[src/hdl/bjp_pkg.sv]
// bjp_pkg: shared constants and types for the balanced job partitioner
// used by bjp_cfg, bjp_range_prep, bjp_owner_div and balanced_job_partitioner_top
package bjp_pkg;

  localparam int JOB_WIDTH_DEF    = 24;
  localparam int WORKER_WIDTH_DEF = 16;

  // register file: two registers at byte addresses 0 and 4
  localparam int CFG_ADDR_W = 3;
  localparam int CFG_DATA_W = 32;

  localparam logic REG_JOB_TOTAL    = 1'b0;
  localparam logic REG_WORKER_TOTAL = 1'b1;

  typedef struct packed {
    logic busy;     // quotient/remainder of the setup being recomputed
    logic wr_now;   // register write completes at this edge
  } bjp_cfg_stat_t;

endpackage

[src/hdl/bjp_owner_div.sv]
// bjp_owner_div: pipelined restoring divider, one quotient bit per stage, that
// carries a sideband word alongside; widths from bjp_pkg defaults
module bjp_owner_div #(
  parameter int JOB_WIDTH    = bjp_pkg::JOB_WIDTH_DEF,
  parameter int WORKER_WIDTH = bjp_pkg::WORKER_WIDTH_DEF,
  parameter int SIDE_W       = 1
) (
  input  logic                    clk,
  input  logic                    rst_n,
  input  logic                    adv,
  input  logic                    in_v,
  input  logic [JOB_WIDTH-1:0]    dividend,
  input  logic [JOB_WIDTH:0]      divisor,
  input  logic [SIDE_W-1:0]       side_in,
  output logic                    out_v,
  output logic [WORKER_WIDTH-1:0] quotient,
  output logic [SIDE_W-1:0]       side_out
);

  localparam int J = JOB_WIDTH;
  localparam int W = WORKER_WIDTH;

  logic              v_r    [W];
  logic [J-1:0]      rem_r  [W];
  logic [J:0]        d_r    [W];
  logic [W-1:0]      quo_r  [W];
  logic [SIDE_W-1:0] side_r [W];

  genvar s;
  generate
    for (s = 0; s < W; s++) begin : g_stage
      localparam int B = W - 1 - s;   // quotient bit resolved here
      logic              v_i;
      logic [J-1:0]      rem_i;
      logic [J:0]        d_i;
      logic [W-1:0]      quo_i;
      logic [SIDE_W-1:0] side_i;
      logic              take;
      logic [J+W:0]      d_sh;

      if (s == 0) begin : g_first
        assign v_i    = in_v;
        assign rem_i  = dividend;
        assign d_i    = divisor;
        assign quo_i  = '0;
        assign side_i = side_in;
      end else begin : g_next
        assign v_i    = v_r[s-1];
        assign rem_i  = rem_r[s-1];
        assign d_i    = d_r[s-1];
        assign quo_i  = quo_r[s-1];
        assign side_i = side_r[s-1];
      end

      assign take = (J+1)'(rem_i >> B) >= d_i;
      assign d_sh = (J+W+1)'(d_i) << B;

      always_ff @(posedge clk) begin
        if (!rst_n) begin
          v_r[s] <= 1'b0;
        end else if (adv) begin
          v_r[s] <= v_i;
        end
      end

      always_ff @(posedge clk) begin
        if (adv) begin
          rem_r[s]  <= take ? rem_i - d_sh[J-1:0] : rem_i;
          d_r[s]    <= d_i;
          quo_r[s]  <= quo_i | (take ? (W'(1) << B) : '0);
          side_r[s] <= side_i;
        end
      end
    end
  endgenerate

  assign out_v    = v_r[W-1];
  assign quotient = quo_r[W-1];
  assign side_out = side_r[W-1];

endmodule

[config.mk]
export PLATFORM = sky130hd
export DESIGN_NAME = bjp_owner_div
export DESIGN_NICKNAME = d
export VERILOG_FILES = /design/src/hdl/bjp_pkg.sv /design/src/hdl/bjp_owner_div.sv
export SDC_FILE = /design/constraint.sdc
export NUM_CORES = 1
export LEC_CHECK = 0
export ABC_CLOCK_PERIOD_IN_PS = 3400
export BUFFER_PORTS_ARGS = -buffer_cell sky130_fd_sc_hd__buf_2
export CELL_PAD_IN_SITES_DETAIL_PLACEMENT = 1
export CELL_PAD_IN_SITES_GLOBAL_PLACEMENT = 1
export CORE_ASPECT_RATIO = 0.9
export CORE_UTILIZATION = 47
export DETAILED_ROUTE_END_ITERATION = 12
export GPL_TIMING_DRIVEN = 0
export PLACE_DENSITY_LB_ADDON = 0.1
export SLEW_MARGIN = 15
export SYNTH_ARGS = -nofsm -noshare
export SYNTH_HDL_FRONTEND = slang
export SYNTH_SLANG_ARGS = --single-unit
[constraint.sdc]
create_clock -name clk -period 3.4 [get_ports clk]
set_input_delay 0.17 -clock clk [delete_from_list [all_inputs] [get_ports clk]]
set_output_delay 0.17 -clock clk [all_outputs]
set_load 0.03 [all_outputs]
==> out/metrics.yaml <==
floorplanning:
  die_w_um: 322
  initial_utilization: 0.475
  num_rows: 105
  dieArea_um2: 93500
  io_pins: 72
  fp.dieH_um: 290
  core-area_um2: 91300
global_route:
  grt_pass1_wl_um: 152000
  grt_usage: 0.206
  grt_overflow: 0
  grt_pass1_vias: 27700
  antenna_found_initial: 1
  grt_max_degree: 114
run:
  maxCapViolCount: 0
clock_tree:
  cts.path.max_buffers: 3
  cts_made_buffers: 95
  htreeDepth: 3
  path_clk_slew_ns: 0.06
  cts_tree: "yes"
  clock_latency_ns: 0.67
  root_buffer: "clkbuf_16"
  clock-sinks: 903
layout:
  fin_util: 0.544
  fin_nets: 3777
  final_cell_count_no_fill: 4754
  antennaDiodeCount: 0
  layout-drive-gt1-share: 0.136
  syn2layout_area_growth_pct: 14.5
critical_path:
  worst-setup-path-type: "reg -> reg"
  cp-end-kind: "flop"
  rrSetupSlack_ns: 0.08
  cp-start-kind: "flop"
  arrival_ns: 3.71
  cp_data_required_time_ns: 3.79
  crit_path_max_fanout: 10
  worstReg2RegStart: "rem_r[1][86]$_DFFE_PP_"
  regToRegEndpoint: "rem_r[1][102]$_DFFE_PP_"
  crit_start: "rem_r[1][86]$_DFFE_PP_"
  ff2ff_path_depth: 9
pwr:
  power_frac_seq: 0.486
  power.internal_mw: 20.9
  max-vdd-ir-drop_mv: 0.400
  pwr-share-comb: 0.118
  p_leak_nw: 19.7
  p_clk_frac: 0.396
  powerDensity_nw_per_um2: 556
  switchingPower_mw: 6.74
  p_sw_frac: 0.244
synthesis:
  ys_top_cells_by_area: "edfxtp_1 62%, ha_1 7.6%, mux2_2 3.1%"
  ys_types: 92
  async_flop_share: 0
  ys.flop_type: "edfxtp_1"
  yosys_warnings: 0
  syn_inst: 3203
  synth.most_common_cell: "edfxtp_1"
  ys_ff_latch: 903
  synth_area_um2: 43400
  synth_edf_count: 902
  syn-num-nets: 3536
  synth_common_cells: "902 x edfxtp_1, 344 x inv_1, 264 x ha_1, 157 x a21oi_1, 153 x o21ai_0"
  synth_top_cell_by_area: "edfxtp_1"
  syn_area_per_cell_um2: 13.5
  yosysTopAreaCellShare: 0.625
  synth-seq-area-share: 0.625
drt:
  ant_nets: 0
  post_drt_wl_per_cell_um: 20.0
  via_per_inst: 5.42
  routed_wl_um: 95200
  drcViolationCount: 0
  dr.first_iter.drc_count: 1388
  detail_route.first_pass.iterations: 5
  num_vias: 25800
sta:
  min_period_ns: 3.32
  drv_slew: 0
  post-route-period-util: 0.977
  finalHoldViolCount: 7
  hold-worst-slack_ns: -0.0141
  max_freq_mhz: 301
  setup_viol: 0
  skew_ns: 0.0314
  worst_pin_slew_ns: 0.986
  slew_headroom: 0.337
worst_hold_path:
  hold_end: "d_r[0][4]$_DFFE_PP_"
  min-delay-start: "adv"
  holdPathStages: 1
  min_path_type: "in -> reg"
outcome:
  outcome: "finished with violations"
  violations: "negative hold slack"
placed_design:
  portBuffers: 71
  placedCellCount: 4512
  dp_hpwl_um: 69300
  finalWeightedCongestion: 0.870
[cell type report]
type / instances / area [um^2]
clock inverters: 63 / 826
clock buffers: 114 / 2470
multi-input cells: 1904 / 14900
plain buffers: 50 / 314
repair buffers: 145 / 1210
inverters: 345 / 1300
flip-flops and latches: 903 / 27100
fillers: 8946 / 41700
well taps: 1230 / 1540
[cell usage in the layout (no fill, tap or decap), drive strengths merged, types with 10 or more instances in the layout]
cell type    Yosys  final
nand3           52     52
a211oi          23     23
ha             264    264
buf             20    114
nor2b           37     37
a31oi           31     31
or3             10     10
clkbuf          31    143
o21a            20     20
clkinv           0     34
nand2b          33     33
mux2           158    158
o311ai          13     13
nand4           40     40
and3            33     33
nand2          151    151
or2             13     13
mux2i           26     26
inv            345    350
xnor2          104    104
xor2            60     60
o21ai          166    166
o211ai          10     10
nor2           127    127
dlygate4sd3      0     52
a21o           102    102
bufinv           0     16
o2111ai         11     11
fa              15     15
a21boi          20     20
edfxtp         902    902
and2            12     12
nor3            48     48
o21bai          15     15
a21oi          159    159
nor4            35     35
[kinds of logic (layout without fill, tap and decap cells)]
group / Yosys count / in the layout / share of synthesized area
and+or+nand+nor: 627 / 627 / 0.0732
muxes: 184 / 184 / 0.0501
AOI/OAI and AO/OA: 650 / 650 / 0.0988
DFF: 903 / 903 / 0.625
xor gates and xnor gates: 164 / 164 / 0.0331
adders and majority gates: 279 / 279 / 0.0831
buffers and inverters: 396 / 717 / 0.0365
[sequential cells by signal, summed over array words and instances (netlist names)]
register	cells
d_r	375
quo_r	136
rem_r	360
side_r	16
v_r	16
[power groups by stage]
stage | logic [mW] | clock network [mW] | registers (mW)
after global placement | 2.95 | 0 | 13.9
after floorplan | 2.22 | 0 | 13.5
after detailed placement | 3.14 | 0 | 13.7
after global routing | 3.64 | 11.6 | 13.5
after CTS | 3.24 | 11.2 | 13.4
final | 3.26 | 10.9 | 13.4
[worst max-delay path: stages (launching register included)]
cell and delay [ns]:
edfxtp_1 0.42, ha_1 0.30, clkbuf_1 0.27, nand4_1 0.25, nor2_1 0.35, nand4_1 0.31, a21oi_1 0.35, o221ai_4 0.23
buf_6 0.25, mux2_2 0.30
[how the worst max path moves through the flow]
stage / end / slack (ns) / depth (start not counted)
finish: rem_r[1][102]$_DFFE_PP_ / 0.08 / 9
detailed placement: rem_r[1][69]$_DFFE_PP_ / -0.36 / 11
global route: rem_r[1][71]$_DFFE_PP_ / -0.03 / 12
floorplan: rem_r[1][134]$_DFFE_PP_ / 0.45 / 12
CTS: rem_r[1][7]$_DFFE_PP_ / 0.009 / 10
global placement: v_r[0][0]$_DFFE_PP_ / -11.62 / 2
[stage by stage]
stage | setup WS (ns) | power, mW | instance area [um^2] | TNS [ns] | hold WS (ns)
floorplan | 0.449 | 15.7 | 43400 | 0 | 0.269
global placement | -11.62 | 16.9 | 45300 | - | 0.346
detailed placement | -0.358 | 16.8 | 45500 | -14.95 | 0.349
CTS | 0.00872 | 27.9 | 49400 | 0 | 0.00610
global route | -0.0344 | 28.7 | 49600 | -0.0379 | 0.0211
finish | 0.0772 | 27.6 | 49600 | 0 | -0.0141
[metal layers]
layer,part of all wire,GRT usage,vias up
met3,0.025,0.0267,154
met1,0.44,0.264,12800
met5,0,0,-
met4,0.024,0.0561,0
li1,-,-,12500
met2,0.51,0.366,292
[repair_timing]
item / 4_1_cts / 5_1_grt
buffers inserted: 4 / 10
setup endpoints to repair: 99 / 131
resized for setup: 23 / 36
endpoints found under the hold margin: 57 / 0
cloned: 0 / 0
pin swaps: 2 / 6
hold buffers: 52 / 0
Note: power is estimated with default switching activity, not from simulation.
