$ cat src/hdl/bjp_pkg.sv
// bjp_pkg: shared constants and types for the balanced job partitioner
// used by bjp_cfg, bjp_range_prep, bjp_owner_div and balanced_job_partitioner_top
package bjp_pkg;

  localparam int JOB_WIDTH_DEF    = 24;
  localparam int WORKER_WIDTH_DEF = 16;

  // register file: two registers at byte addresses 0 and 4
  localparam int CFG_ADDR_W = 3;
  localparam int CFG_DATA_W = 32;

  localparam logic REG_JOB_TOTAL    = 1'b0;
  localparam logic REG_WORKER_TOTAL = 1'b1;

  typedef struct packed {
    logic busy;     // quotient/remainder of the setup being recomputed
    logic wr_now;   // register write completes at this edge
  } bjp_cfg_stat_t;

endpackage

$ cat src/hdl/bjp_range_prep.sv
// bjp_range_prep: first three pipeline stages; compares against the share, builds
// the owner division operands and works out the rank's job range; uses bjp_pkg widths
module bjp_range_prep #(
  parameter int JOB_WIDTH    = bjp_pkg::JOB_WIDTH_DEF,
  parameter int WORKER_WIDTH = bjp_pkg::WORKER_WIDTH_DEF
) (
  input  logic                    clk,
  input  logic                    rst_n,
  input  logic                    adv,
  input  logic                    in_fire,
  input  logic [WORKER_WIDTH-1:0] rank,
  input  logic [JOB_WIDTH-1:0]    job,
  input  logic [JOB_WIDTH-1:0]    job_total,
  input  logic [WORKER_WIDTH-1:0] worker_total,
  input  logic [JOB_WIDTH-1:0]    share_q,
  input  logic [WORKER_WIDTH-1:0] share_r,
  input  logic [JOB_WIDTH-1:0]    split,
  output logic                    c_valid,
  output logic [JOB_WIDTH-1:0]    c_dividend,
  output logic [JOB_WIDTH:0]      c_divisor,
  output logic [WORKER_WIDTH-1:0] c_offset,
  output logic                    c_found,
  output logic                    c_range_valid,
  output logic [JOB_WIDTH-1:0]    c_first,
  output logic [JOB_WIDTH:0]      c_last,
  output logic [JOB_WIDTH-1:0]    c_count
);

  localparam int J  = JOB_WIDTH;
  localparam int W  = WORKER_WIDTH;
  localparam int MW = (J > W) ? J : W;

  logic [J:0]   qp1;
  logic         below;

  logic         a_v_r, b_v_r, c_v_r;
  logic [W-1:0] a_rank_r;
  logic         a_lt_r, a_rv_r, a_found_r;
  logic [J-1:0] a_dividend_r;
  logic [J:0]   a_divisor_r;
  logic [W-1:0] a_offset_r;

  logic [J:0]     mult_sel;
  logic [W+J:0]   prod_full;
  logic [J-1:0]   b_prod_r, b_count_r;
  logic           b_lt_r, b_rv_r, b_found_r;
  logic [J-1:0]   b_dividend_r;
  logic [J:0]     b_divisor_r;
  logic [W-1:0]   b_offset_r;

  logic [J-1:0] first_nxt, count_nxt;
  logic [J-1:0] c_first_r, c_count_r, c_dividend_r;
  logic [J:0]   c_last_r, c_divisor_r;
  logic         c_rv_r, c_found_r;
  logic [W-1:0] c_offset_r;

  assign qp1   = {1'b0, share_q} + (J+1)'(1);
  assign below = job < split;

  always_ff @(posedge clk) begin
    if (!rst_n) begin
      a_v_r <= 1'b0;
      b_v_r <= 1'b0;
      c_v_r <= 1'b0;
    end else if (adv) begin
      a_v_r <= in_fire;
      b_v_r <= a_v_r;
      c_v_r <= b_v_r;
    end
  end

  // stage a: compares and division operands
  always_ff @(posedge clk) begin
    if (adv) begin
      a_rank_r     <= rank;
      a_lt_r       <= MW'(rank) < MW'(share_r);
      a_rv_r       <= rank < worker_total;
      a_found_r    <= (job < job_total) && (worker_total != '0);
      a_dividend_r <= below ? job : job - split;
      a_divisor_r  <= below ? qp1 : {1'b0, share_q};
      a_offset_r   <= below ? '0 : share_r;
    end
  end

  // stage b: rank times per-worker share
  assign mult_sel  = a_lt_r ? qp1 : {1'b0, share_q};
  assign prod_full = (W+J+1)'(a_rank_r) * (W+J+1)'(mult_sel);

  always_ff @(posedge clk) begin
    if (adv) begin
      b_prod_r     <= prod_full[J-1:0];
      b_count_r    <= mult_sel[J-1:0];
      b_lt_r       <= a_lt_r;
      b_rv_r       <= a_rv_r;
      b_found_r    <= a_found_r;
      b_dividend_r <= a_dividend_r;
      b_divisor_r  <= a_divisor_r;
      b_offset_r   <= a_offset_r;
    end
  end

  // stage c: short workers start after the remainder
  assign first_nxt = b_rv_r ? (b_prod_r + (b_lt_r ? '0 : J'(share_r))) : '0;
  assign count_nxt = b_rv_r ? b_count_r : '0;

  always_ff @(posedge clk) begin
    if (adv) begin
      c_first_r    <= first_nxt;
      c_count_r    <= count_nxt;
      c_last_r     <= {1'b0, first_nxt} + {1'b0, count_nxt} - (J+1)'(1);
      c_rv_r       <= b_rv_r;
      c_found_r    <= b_found_r;
      c_dividend_r <= b_dividend_r;
      c_divisor_r  <= b_divisor_r;
      c_offset_r   <= b_offset_r;
    end
  end

  assign c_valid       = c_v_r;
  assign c_dividend    = c_dividend_r;
  assign c_divisor     = c_divisor_r;
  assign c_offset      = c_offset_r;
  assign c_found       = c_found_r;
  assign c_range_valid = c_rv_r;
  assign c_first       = c_first_r;
  assign c_last        = c_last_r;
  assign c_count       = c_count_r;

endmodule

$ cat config.mk
export PLATFORM = sky130hd
export DESIGN_NAME = bjp_range_prep
export DESIGN_NICKNAME = d
export VERILOG_FILES = /design/src/hdl/bjp_pkg.sv /design/src/hdl/bjp_range_prep.sv
export SDC_FILE = /design/constraint.sdc
export NUM_CORES = 1
export LEC_CHECK = 0
export BUFFER_PORTS_ARGS = -buffer_cell sky130_fd_sc_hd__buf_2
export CAP_MARGIN = 20
export CORE_UTILIZATION = 29
export DETAILED_ROUTE_END_ITERATION = 16
export GPL_ROUTABILITY_DRIVEN = 0
export GPL_TIMING_DRIVEN = 1
export HOLD_SLACK_MARGIN = 0.15
export PLACE_DENSITY_LB_ADDON = 0.15
export SYNTH_ARGS = -nofsm -noshare
export SYNTH_HDL_FRONTEND = slang
export SYNTH_SLANG_ARGS = --single-unit
$ cat constraint.sdc
create_clock -name clk -period 20.3 [get_ports clk]
set_input_delay 3.045 -clock clk [delete_from_list [all_inputs] [get_ports clk]]
set_output_delay 3.045 -clock clk [all_outputs]
set_load 0.01 [all_outputs]
==> impl_metrics.json <==
{
  "status": "finished, final reports clean",
  "first_pass_iters": 5,
  "finalHoldViolCount": 0,
  "drtIter0Drc": 933,
  "drv_cap": 0,
  "swShare_pct": 42.0,
  "endpoint_kind": "flop",
  "path_clk_slew_ps": 60,
  "rr_startpoint": "a_lt_r",
  "die_y_um": 292,
  "wl_um": 69200,
  "multi_input_area_sq_um": 12400,
  "worstPathMaxFanout": 13,
  "synth_edf_count": 340,
  "tightestPinTransition_ps": 1020,
  "syn-num-nets": 2764,
  "cts_buffers": 41,
  "final_nets": 3062,
  "start_kind": "primary input",
  "post_cts_resized": 0,
  "crit_path_frequent_cell": "fa_1",
  "drive_above_1_share_pct": 15.6,
  "post-cts-setup-buffers": 0,
  "rrSetupSlack_ps": 12700,
  "vdd_drop_max_mv": 0.241,
  "yosys-top-cells-count": "416 x inv_1, 340 x edfxtp_1, 233 x nand2_1",
  "ys_ff_latch": 343,
  "syn_avg_cell_area_sq_um": 11.0,
  "clkPwrFrac_pct": 15.9,
  "initial_utilization_pct": 29.3,
  "synth_top_area_share_pct": 41.7,
  "rr_endpoint": "b_prod_r[23]",
  "path_class": "primary input to flop",
  "syn_inst": 2223,
  "vias_per_cell": 4.62,
  "rows": 106,
  "port_buffers": 288,
  "p_switching_mw": 2.09,
  "synth_warnings": 0,
  "ant_nets": 0,
  "cts_tree": "done",
  "synth_area_sq_um": 24500,
  "finalSetupViolations": 0,
  "ctsHoldBuffers": 0,
  "cp-endpoint": "b_prod_r[23]",
  "power.share.combinational_pct": 61.8,
  "cts_buffer_depth": 3,
  "first_global_vias": 17770,
  "htreeDepth": 2,
  "seqCellArea_sq_um": 10300,
  "async_reset_ff_share_pct": 0,
  "slew_headroom_pct": 32.3,
  "yosys.area.top_type": "edfxtp_1",
  "post-route-drc-count": 0,
  "power_density_nw_per_um2": 174,
  "finalCritPeriodShare_pct": 49.6,
  "leakage_nw": 13.2,
  "post_drt_wl_per_cell_um": 19.1,
  "finalPower_mw": 4.98,
  "grt_antenna_before_repair": 11,
  "critPathLaunch": "share_q[0]",
  "yosysMostFrequentCell": "inv_1",
  "rsz0062_at_grt": "false",
  "final_util_pct": 34.4,
  "hold_class": "flop to flop",
  "yosysUniqueCellTypes": 68,
  "tns_ps": 0,
  "yosys-top-cells-area": "edfxtp_1 42%, fa_1 16%, ha_1 10%",
  "worstPathRequired_ps": 20610,
  "reg2reg_depth": 24,
  "slowest_stage": "xor2_2",
  "die_area_sq_um": 85500,
  "seq_area_frac_synth_pct": 42.0,
  "skew_ps": 21.8,
  "whs_path_depth": 0,
  "die_x_um": 292,
  "seqPwrFrac_pct": 22.4,
  "cts.sinks": 343,
  "syn_to_final_growth_pct": 17.3,
  "finalCriticalPeriod_ps": 10070,
  "grt_first_pass_wirelength_um": 106000,
  "slowest_delay_ps": 580,
  "grtUsageTotal_pct": 16.4,
  "hpwlAfterDp_um": 54300,
  "grt-ovfl-total": 0,
  "core_area_sq_um": 83600,
  "intPower_mw": 2.89,
  "vias": 16775,
  "fmax_ghz": 0.0993,
  "grt_max_degree": 172,
  "pin_count": 289,
  "fillers": 8527,
  "cp.arrival_ps": 10380,
  "clk_latency_ps": 570,
  "synth_flop_cell": "edfxtp_1",
  "final_max_slew_viol_count": 0,
  "cts_root_buffer": "clkbuf_16"
}
[sequential cells by signal, summed over array words and instances (netlist names), 16 cells and up]
register,count
a_dividend_r,24
a_divisor_r,25
a_offset_r,16
a_rank_r,16
b_count_r,24
b_dividend_r,24
b_divisor_r,25
b_offset_r,16
b_prod_r,24
c_count,24
c_dividend,24
c_divisor,25
c_first,24
c_last,25
c_offset,16
[metrics by stage]
step           instance area [sq um]  setup slack [ps]  cells  hold slack (ps)
2_1_floorplan                  24500             10620   2223              400
3_3_place_gp                   27300              9670   3558              401
6_report                       28700             10230   3630              405
4_1_cts                        28700             10200   3629              417
5_1_grt                        28700              9790   3629              420
3_5_place_dp                   27300              9590   3558              405
[cell families (layout without fill, tap and decap cells)]
kind of cell    Yosys count  in the layout  synth area share, %
buf+inv                 475            801                 7.33
compound gates          261            261                 6.98
xor+xnor                142            142                 5.40
fa+ha+maj               393            393                 26.1
other cells               0              1                    0
flops                   343            343                 42.0
simple gates            604            604                 12.0
mux                       5              5                0.210
[critical path: cells and delay by family]
kind	cells	cell delay, ps
buf+inv	4	350
fa+ha+maj	8	3840
simple gates	5	1320
xor+xnor	2	680
compound gates	6	1140
[layout by cell type (no fill, tap or decap), types with 34 or more instances in the layout]
| cell | count |
|---|---|
| inv_1 | 416 |
| edfxtp_1 | 340 |
| buf_2 | 287 |
| nand2_1 | 233 |
| ha_1 | 198 |
| fa_1 | 195 |
| and2_1 | 111 |
| nor2_1 | 101 |
| xnor2_1 | 89 |
| a21oi_1 | 70 |
| a21o_1 | 60 |
| o21ai_0 | 47 |
| clkbuf_16 | 43 |
| xor2_1 | 41 |
| nand3_1 | 34 |
[worst min-delay path by stage]
stage               slack [ps]                to              from
floorplan                  400   b_dividend_r[0]   a_dividend_r[0]
global placement           400  b_dividend_r[20]  a_dividend_r[20]
detailed placement         400   b_dividend_r[4]   a_dividend_r[4]
CTS                        420     c_divisor[15]   b_divisor_r[15]
global route               420  b_dividend_r[17]  a_dividend_r[17]
finish                     410     c_dividend[1]   b_dividend_r[1]
[layout make-up]
cell class	count	share of cell area (%)
Multi-Input combinational cell	1405	43.4
Timing Repair Buffer	314	5.78
Inverter	416	5.44
Sequential cell	343	35.8
Clock buffer	51	3.85
Clock inverter	20	1.08
Antenna cell	1	0.00872
Tap cell	1080	4.71
[power groups by stage]
stage	sequential, mW	combinational (mW)	clock, mW
final	1.11	3.08	0.791
after global routing	1.13	3.51	0.839
after CTS	1.12	3.13	0.813
after detailed placement	1.13	3.11	0
after global placement	1.13	3.09	0
after floorplan	1.14	2.31	0
[metal layers]
metal  vias up  track usage [%]  part of all wire [%]
met4        14             3.96                   2.2
met3       104             3.96                   6.8
met2       447             27.6                    48
li1       7902                -                     -
met5         -                0                  0.12
met1      8308             21.0                    43
Power figures use the tool's default switching activity.
