## src/hdl/bjp_pkg.sv

```systemverilog
// bjp_pkg: shared constants and types for the balanced job partitioner
// used by bjp_cfg, bjp_range_prep, bjp_owner_div and balanced_job_partitioner_top
package bjp_pkg;

  localparam int JOB_WIDTH_DEF    = 24;
  localparam int WORKER_WIDTH_DEF = 16;

  // register file: two registers at byte addresses 0 and 4
  localparam int CFG_ADDR_W = 3;
  localparam int CFG_DATA_W = 32;

  localparam logic REG_JOB_TOTAL    = 1'b0;
  localparam logic REG_WORKER_TOTAL = 1'b1;

  typedef struct packed {
    logic busy;     // quotient/remainder of the setup being recomputed
    logic wr_now;   // register write completes at this edge
  } bjp_cfg_stat_t;

endpackage

```

## src/hdl/bjp_cfg.sv

```systemverilog
// bjp_cfg: register port, plus the iterative divider that derives the per-worker
// share (quotient, remainder, split point) from the two registers; uses bjp_pkg
module bjp_cfg #(
  parameter int JOB_WIDTH    = bjp_pkg::JOB_WIDTH_DEF,
  parameter int WORKER_WIDTH = bjp_pkg::WORKER_WIDTH_DEF
) (
  input  logic                           clk,
  input  logic                           rst_n,
  input  logic                           psel,
  input  logic                           penable,
  input  logic                           pwrite,
  input  logic [bjp_pkg::CFG_ADDR_W-1:0] paddr,
  input  logic [bjp_pkg::CFG_DATA_W-1:0] pwdata,
  output logic [bjp_pkg::CFG_DATA_W-1:0] prdata,
  output logic [JOB_WIDTH-1:0]           job_total,
  output logic [WORKER_WIDTH-1:0]        worker_total,
  output logic [JOB_WIDTH-1:0]           share_q,
  output logic [WORKER_WIDTH-1:0]        share_r,
  output logic [JOB_WIDTH-1:0]           split,
  output bjp_pkg::bjp_cfg_stat_t         stat
);

  localparam int J  = JOB_WIDTH;
  localparam int W  = WORKER_WIDTH;
  localparam int CW = $clog2(J + 1);

  localparam logic [1:0] ST_IDLE = 2'd0;
  localparam logic [1:0] ST_DIV  = 2'd1;
  localparam logic [1:0] ST_MUL  = 2'd2;

  logic [J-1:0]  job_total_r;
  logic [W-1:0]  worker_total_r;
  logic [1:0]    state_r, state_nxt;
  logic [CW-1:0] cnt_r, cnt_nxt;
  logic [J-1:0]  dq_r, dq_nxt;      // dividend bits out the top, quotient bits in
  logic [W-1:0]  acc_r, acc_nxt;    // partial remainder
  logic [J-1:0]  q_r, q_nxt;
  logic [W-1:0]  r_r, r_nxt;
  logic [J-1:0]  split_r, split_nxt;
  logic          wr;
  logic          reg_idx;
  logic [W:0]    trial;
  logic          take;
  logic [W+J:0]  split_full;

  assign wr      = psel && penable && pwrite;
  assign reg_idx = paddr[2];

  always_ff @(posedge clk) begin
    if (!rst_n) begin
      job_total_r    <= '0;
      worker_total_r <= W'(1);
    end else if (wr) begin
      case (reg_idx)
        bjp_pkg::REG_JOB_TOTAL:    job_total_r    <= pwdata[J-1:0];
        bjp_pkg::REG_WORKER_TOTAL: worker_total_r <= pwdata[W-1:0];
        default: ;
      endcase
    end
  end

  always_comb begin
    case (reg_idx)
      bjp_pkg::REG_JOB_TOTAL:    prdata = bjp_pkg::CFG_DATA_W'(job_total_r);
      bjp_pkg::REG_WORKER_TOTAL: prdata = bjp_pkg::CFG_DATA_W'(worker_total_r);
      default:                   prdata = '0;
    endcase
  end

  // one restoring step per cycle
  assign trial      = {acc_r, dq_r[J-1]};
  assign take       = trial >= {1'b0, worker_total_r};
  assign split_full = (W+J+1)'(r_r) * (W+J+1)'({1'b0, q_r} + (J+1)'(1));

  always_comb begin
    state_nxt = state_r;
    cnt_nxt   = cnt_r;
    dq_nxt    = dq_r;
    acc_nxt   = acc_r;
    q_nxt     = q_r;
    r_nxt     = r_r;
    split_nxt = split_r;
    if (wr) begin
      // any write restarts the derivation
      state_nxt = ST_DIV;
      cnt_nxt   = '0;
    end else begin
      case (state_r)
        ST_IDLE: ;
        ST_DIV: begin
          acc_nxt = take ? W'(trial - {1'b0, worker_total_r}) : trial[W-1:0];
          dq_nxt  = {dq_r[J-2:0], take};
          cnt_nxt = cnt_r + CW'(1);
          if (cnt_r == CW'(J - 1)) begin
            q_nxt     = {dq_r[J-2:0], take};
            r_nxt     = take ? W'(trial - {1'b0, worker_total_r}) : trial[W-1:0];
            state_nxt = ST_MUL;
          end
        end
        ST_MUL: begin
          split_nxt = split_full[J-1:0];
          state_nxt = ST_IDLE;
        end
        default: state_nxt = ST_IDLE;
      endcase
    end
  end

  always_ff @(posedge clk) begin
    if (!rst_n) begin
      state_r <= ST_IDLE;
      cnt_r   <= '0;
      q_r     <= '0;
      r_r     <= '0;
      split_r <= '0;
    end else begin
      state_r <= state_nxt;
      cnt_r   <= cnt_nxt;
      q_r     <= q_nxt;
      r_r     <= r_nxt;
      split_r <= split_nxt;
    end
  end

  // dividend is loaded on the write of either register
  always_ff @(posedge clk) begin
    if (wr) begin
      dq_r  <= (reg_idx == bjp_pkg::REG_JOB_TOTAL) ? pwdata[J-1:0] : job_total_r;
      acc_r <= '0;
    end else begin
      dq_r  <= dq_nxt;
      acc_r <= acc_nxt;
    end
  end

  assign job_total    = job_total_r;
  assign worker_total = worker_total_r;
  assign share_q      = q_r;
  assign share_r      = r_r;
  assign split        = split_r;
  assign stat.busy    = (state_r != ST_IDLE);
  assign stat.wr_now  = wr;

endmodule

```

## config.mk

```make
export PLATFORM = sky130hd
export DESIGN_NAME = bjp_cfg
export DESIGN_NICKNAME = d
export VERILOG_FILES = /design/src/hdl/bjp_pkg.sv /design/src/hdl/bjp_cfg.sv
export SDC_FILE = /design/constraint.sdc
export NUM_CORES = 1
export LEC_CHECK = 0
export ABC_AREA = 1
export ABC_CLOCK_PERIOD_IN_PS = 6800
export BUFFER_PORTS_ARGS = -buffer_cell sky130_fd_sc_hd__buf_4
export CORE_MARGIN = 4
export CORE_UTILIZATION = 41
export CTS_CLUSTER_DIAMETER = 200
export DETAILED_ROUTE_END_ITERATION = 8
export GPL_TIMING_DRIVEN = 0
export PLACE_DENSITY = 0.7
export RECOVER_POWER = 25
export SLEW_MARGIN = 20
export SYNTH_ARGS = -nofsm -noshare
export SYNTH_HDL_FRONTEND = slang
export SYNTH_SLANG_ARGS = --single-unit
export TNS_END_PERCENT = 10
```

## constraint.sdc

```tcl
create_clock -name clk -period 6.8 [get_ports clk]
set_input_delay 1.02 -clock clk [delete_from_list [all_inputs] [get_ports clk]]
set_output_delay 1.02 -clock clk [all_outputs]
set_load 0.1 [all_outputs]
```

==> impl_metrics.yaml <==
outcome:
  outcome: "complete, no violations"
final_layout:
  drive_gt1_frac: 0.1505
  final_area_um2: 18360
  n_fill_cell: 3514
  insertedDiodeCount: 0
  nets: 2574
  final_cells: 2747
  area_delta_synth_final_pct: 20.28
  layout_commonest_cell: "nand2_1"
  layout_common_cells: "nand2_1, inv_1, fa_1"
synthesis:
  synth_seq_cells: 151
  synth_area_um2: 15260
  synth-async-reset-ratio: 0
  synth-edff-count: 24
  ys_top_cells_by_area: "fa_1, dfxtp_1, nand2_1"
  synth_area_leader_cell: "fa_1"
  synth_cell_types: 52
  syn_area_per_cell_um2: 7.483
  synthCells: 2040
  yosys_warnings: 0
  yosysTopAreaCellShare: 0.2531
  seq_area_frac_synth: 0.2138
  synth_flop_cell: "dfxtp_1"
worst_setup_path:
  crit_fanout: 10
  worstSetupStartpointType: "register"
  critical_path_class: "register to register"
  crit_family: "adder cells"
  cpMaxStageDelayCell: "fa_1"
  cp.required_ps: 7180
  max_stage_delay_ps: 560
  cp.arrival_ps: 6970
  critPathBufInv: 7
  worst_setup_path_end_kind: "register"
  cp_common_cell: "fa_1"
  crit_chain: "clkinv_1, clkbuf_1, nor2_1, fa_1, inv_1, fa_1, fa_1, inv_1, fa_1, fa_1, inv_1, fa_1, inv_1, ha_4, nand2_1, nor4_2, nand4_1, a31o_2, nand3_1, o211ai_1, inv_1"
floorplan:
  start_util: 0.4160
  rows: 70
  pin_count: 178
  coreArea_um2: 36700
  die_y_um: 201.0
  die_area_um2: 40380
  die_x_um: 201.0
detailed_routing:
  route.detailed.drc: 0
  num_vias: 14473
  dr.pass1.iters: 6
  drt-initial-drc-count: 1191
  ant_nets: 0
  wl_mm: 50.94
  vias_per_cell: 5.269
  avgRoutedWirePerCell_um: 18.54
place:
  io_buffer_count: 159
  placed_area_um2: 17080
  detailed_place_hpwl_mm: 41.14
  place_congestion: 0.9549
  place_inst: 2674
clock_tree:
  numCtsBuffers: 17
  cts_tree: "yes"
  clkSlewWorstSetupHoldPaths_ps: 70
  cts_hold_buffers: 0
  clk_latency_ps: 440
  clkSinkCount: 151
  cts_htree_levels: 4
  clk_path_buf_depth: 2
  cts-root-buf: "clkbuf_16"
global_route:
  grt_util_all_layers: 0.2504
  grt_pass1_vias: 14643
  grt_first_pass_wirelength_mm: 80.75
  antenna_found_initial: 0
  grt_max_degree: 29
  grt.overflow.total: 0
worst_hold_path:
  timing.hold.worst.class: "register to register"
sta:
  period_needed_ps: 6593
  fmaxAchievable_mhz: 151.7
  finalCritPeriodShare: 0.9696
  worst_slew_margin_rel: 0.1785
  fin_setup_tns_ps: 0
  setup_viol: 0
  finalMaxSlewViolations: 0
  hold-worst-slack_ps: 479.4
  hold_viol: 0
  fin_skew_ps: 13.51
  tightest_slew_ps: 1238
power_and_ir_drop:
  power_density_nw_per_um2: 181.1
  p_leak_nw: 8.284
  total_power_w: 0.003324
  vdd_ir_drop_max_mv: 0.1949
flow_run:
  drv_cap: 0
-- synth_stat cells, types with 3 or more instances --
| cell type | count |
|---|---|
| a21oi_1 | 72 |
| a22o_1 | 3 |
| or2_2 | 3 |
| xnor2_1 | 15 |
| clkinv_1 | 4 |
| o22ai_1 | 37 |
| nand4_1 | 21 |
| o21ai_2 | 5 |
| o21ai_1 | 11 |
| nor4_1 | 5 |
| ha_1 | 75 |
| inv_2 | 6 |
| nand2_2 | 19 |
| nand3_1 | 56 |
| inv_1 | 397 |
| edfxtp_1 | 24 |
| nand2_1 | 469 |
| o211ai_1 | 7 |
| clkbuf_1 | 61 |
| nor2_4 | 6 |
| nand3_2 | 6 |
| a31o_2 | 3 |
| buf_1 | 6 |
| o21ai_0 | 143 |
| dfxtp_1 | 127 |
| nand2_4 | 4 |
| nor2_2 | 7 |
| buf_4 | 9 |
| nor2_1 | 195 |
| xor2_1 | 20 |
| nor3_1 | 3 |
| fa_1 | 193 |
-- through the flow --
step	util	setup WS, ps
after floorplan	-	-25.14
after global placement	0.4654	-993.7
after detailed placement	0.4655	-944.7
after CTS	0.4916	7.114
after global routing	0.5003	-73.39
final	0.5003	206.9
-- sequential cells by signal, indices dropped and copies added (netlist names) --
signal / count
job_total: 24
dq_r: 24
share_r: 16
acc_r: 16
split: 24
share_q: 24
state_r: 2
worker_total: 16
cnt_r: 5
-- final cells by class --
cell class                      instances  area [µm²]  area share
Tap cell                              468       585.6     0.03189
Clock buffer                           21       471.7     0.02569
Timing Repair Buffer                  201        1305     0.07108
Clock inverter                         11       135.1    0.007360
Sequential cell                       151        3296      0.1795
Buffer                                 80       409.1     0.02228
Inverter                              409        1574     0.08573
Multi-Input combinational cell       1406       10580      0.5765
-- path summary, 6_finish.rpt --
check | slack (ps) | endpoint | cells after the start | start
hold reg to reg | 480 | acc_r[13] | 2 | acc_r[13]
setup / recovery | 210 | split[22] | 21 | share_r[4]
hold / removal | 480 | acc_r[13] | 2 | acc_r[13]
setup reg to reg | 210 | split[22] | 21 | share_r[4]
-- worst register-to-register path, delay by kind of cell (launching register included) --
kind | cells | cell delay, ps
AO/OA/AOI/OAI | 2 | 360
AND/OR/NAND/NOR | 5 | 1160
flip-flops | 1 | 530
adder cells (fa/ha/maj) | 7 | 3310
buffers and inverters | 7 | 1180
-- cell families (layout without fill, tap and decap cells) --
group                    Yosys count  in the layout  synth area share
flip-flops                       151            151            0.2138
AO/OA/AOI/OAI                    294            294            0.1056
buffers and inverters            490            722            0.1251
other                              1              8         0.0002457
adder cells (fa/ha/maj)          268            268            0.3146
AND/OR/NAND/NOR                  801            801            0.2207
XOR/XNOR                          35             35           0.02008
-- power by group --
part,total [W],switching [W],internal [W]
Clock,0.000992,0.000413,0.000579
Combinational,0.00131,0.000883,0.000425
Sequential,0.00102,0.0000492,0.000975
Total,0.00332,0.00134,0.00198
-- layer usage --
metal  global-route usage  share of wire  routed length, µm
met5                    0              0                  0
met4              0.07645          0.030               1543
met1               0.3224           0.40              20620
met2               0.4182           0.47              24170
met3              0.06204          0.090               4610
-- timing repair --
item                                    in CTS  in global routing
pin swaps                                    6                 35
setup buffers                               18                 24
endpoints found under the setup margin      12                  7
resized for setup                           56                101
Power figures use the tool's default switching activity.
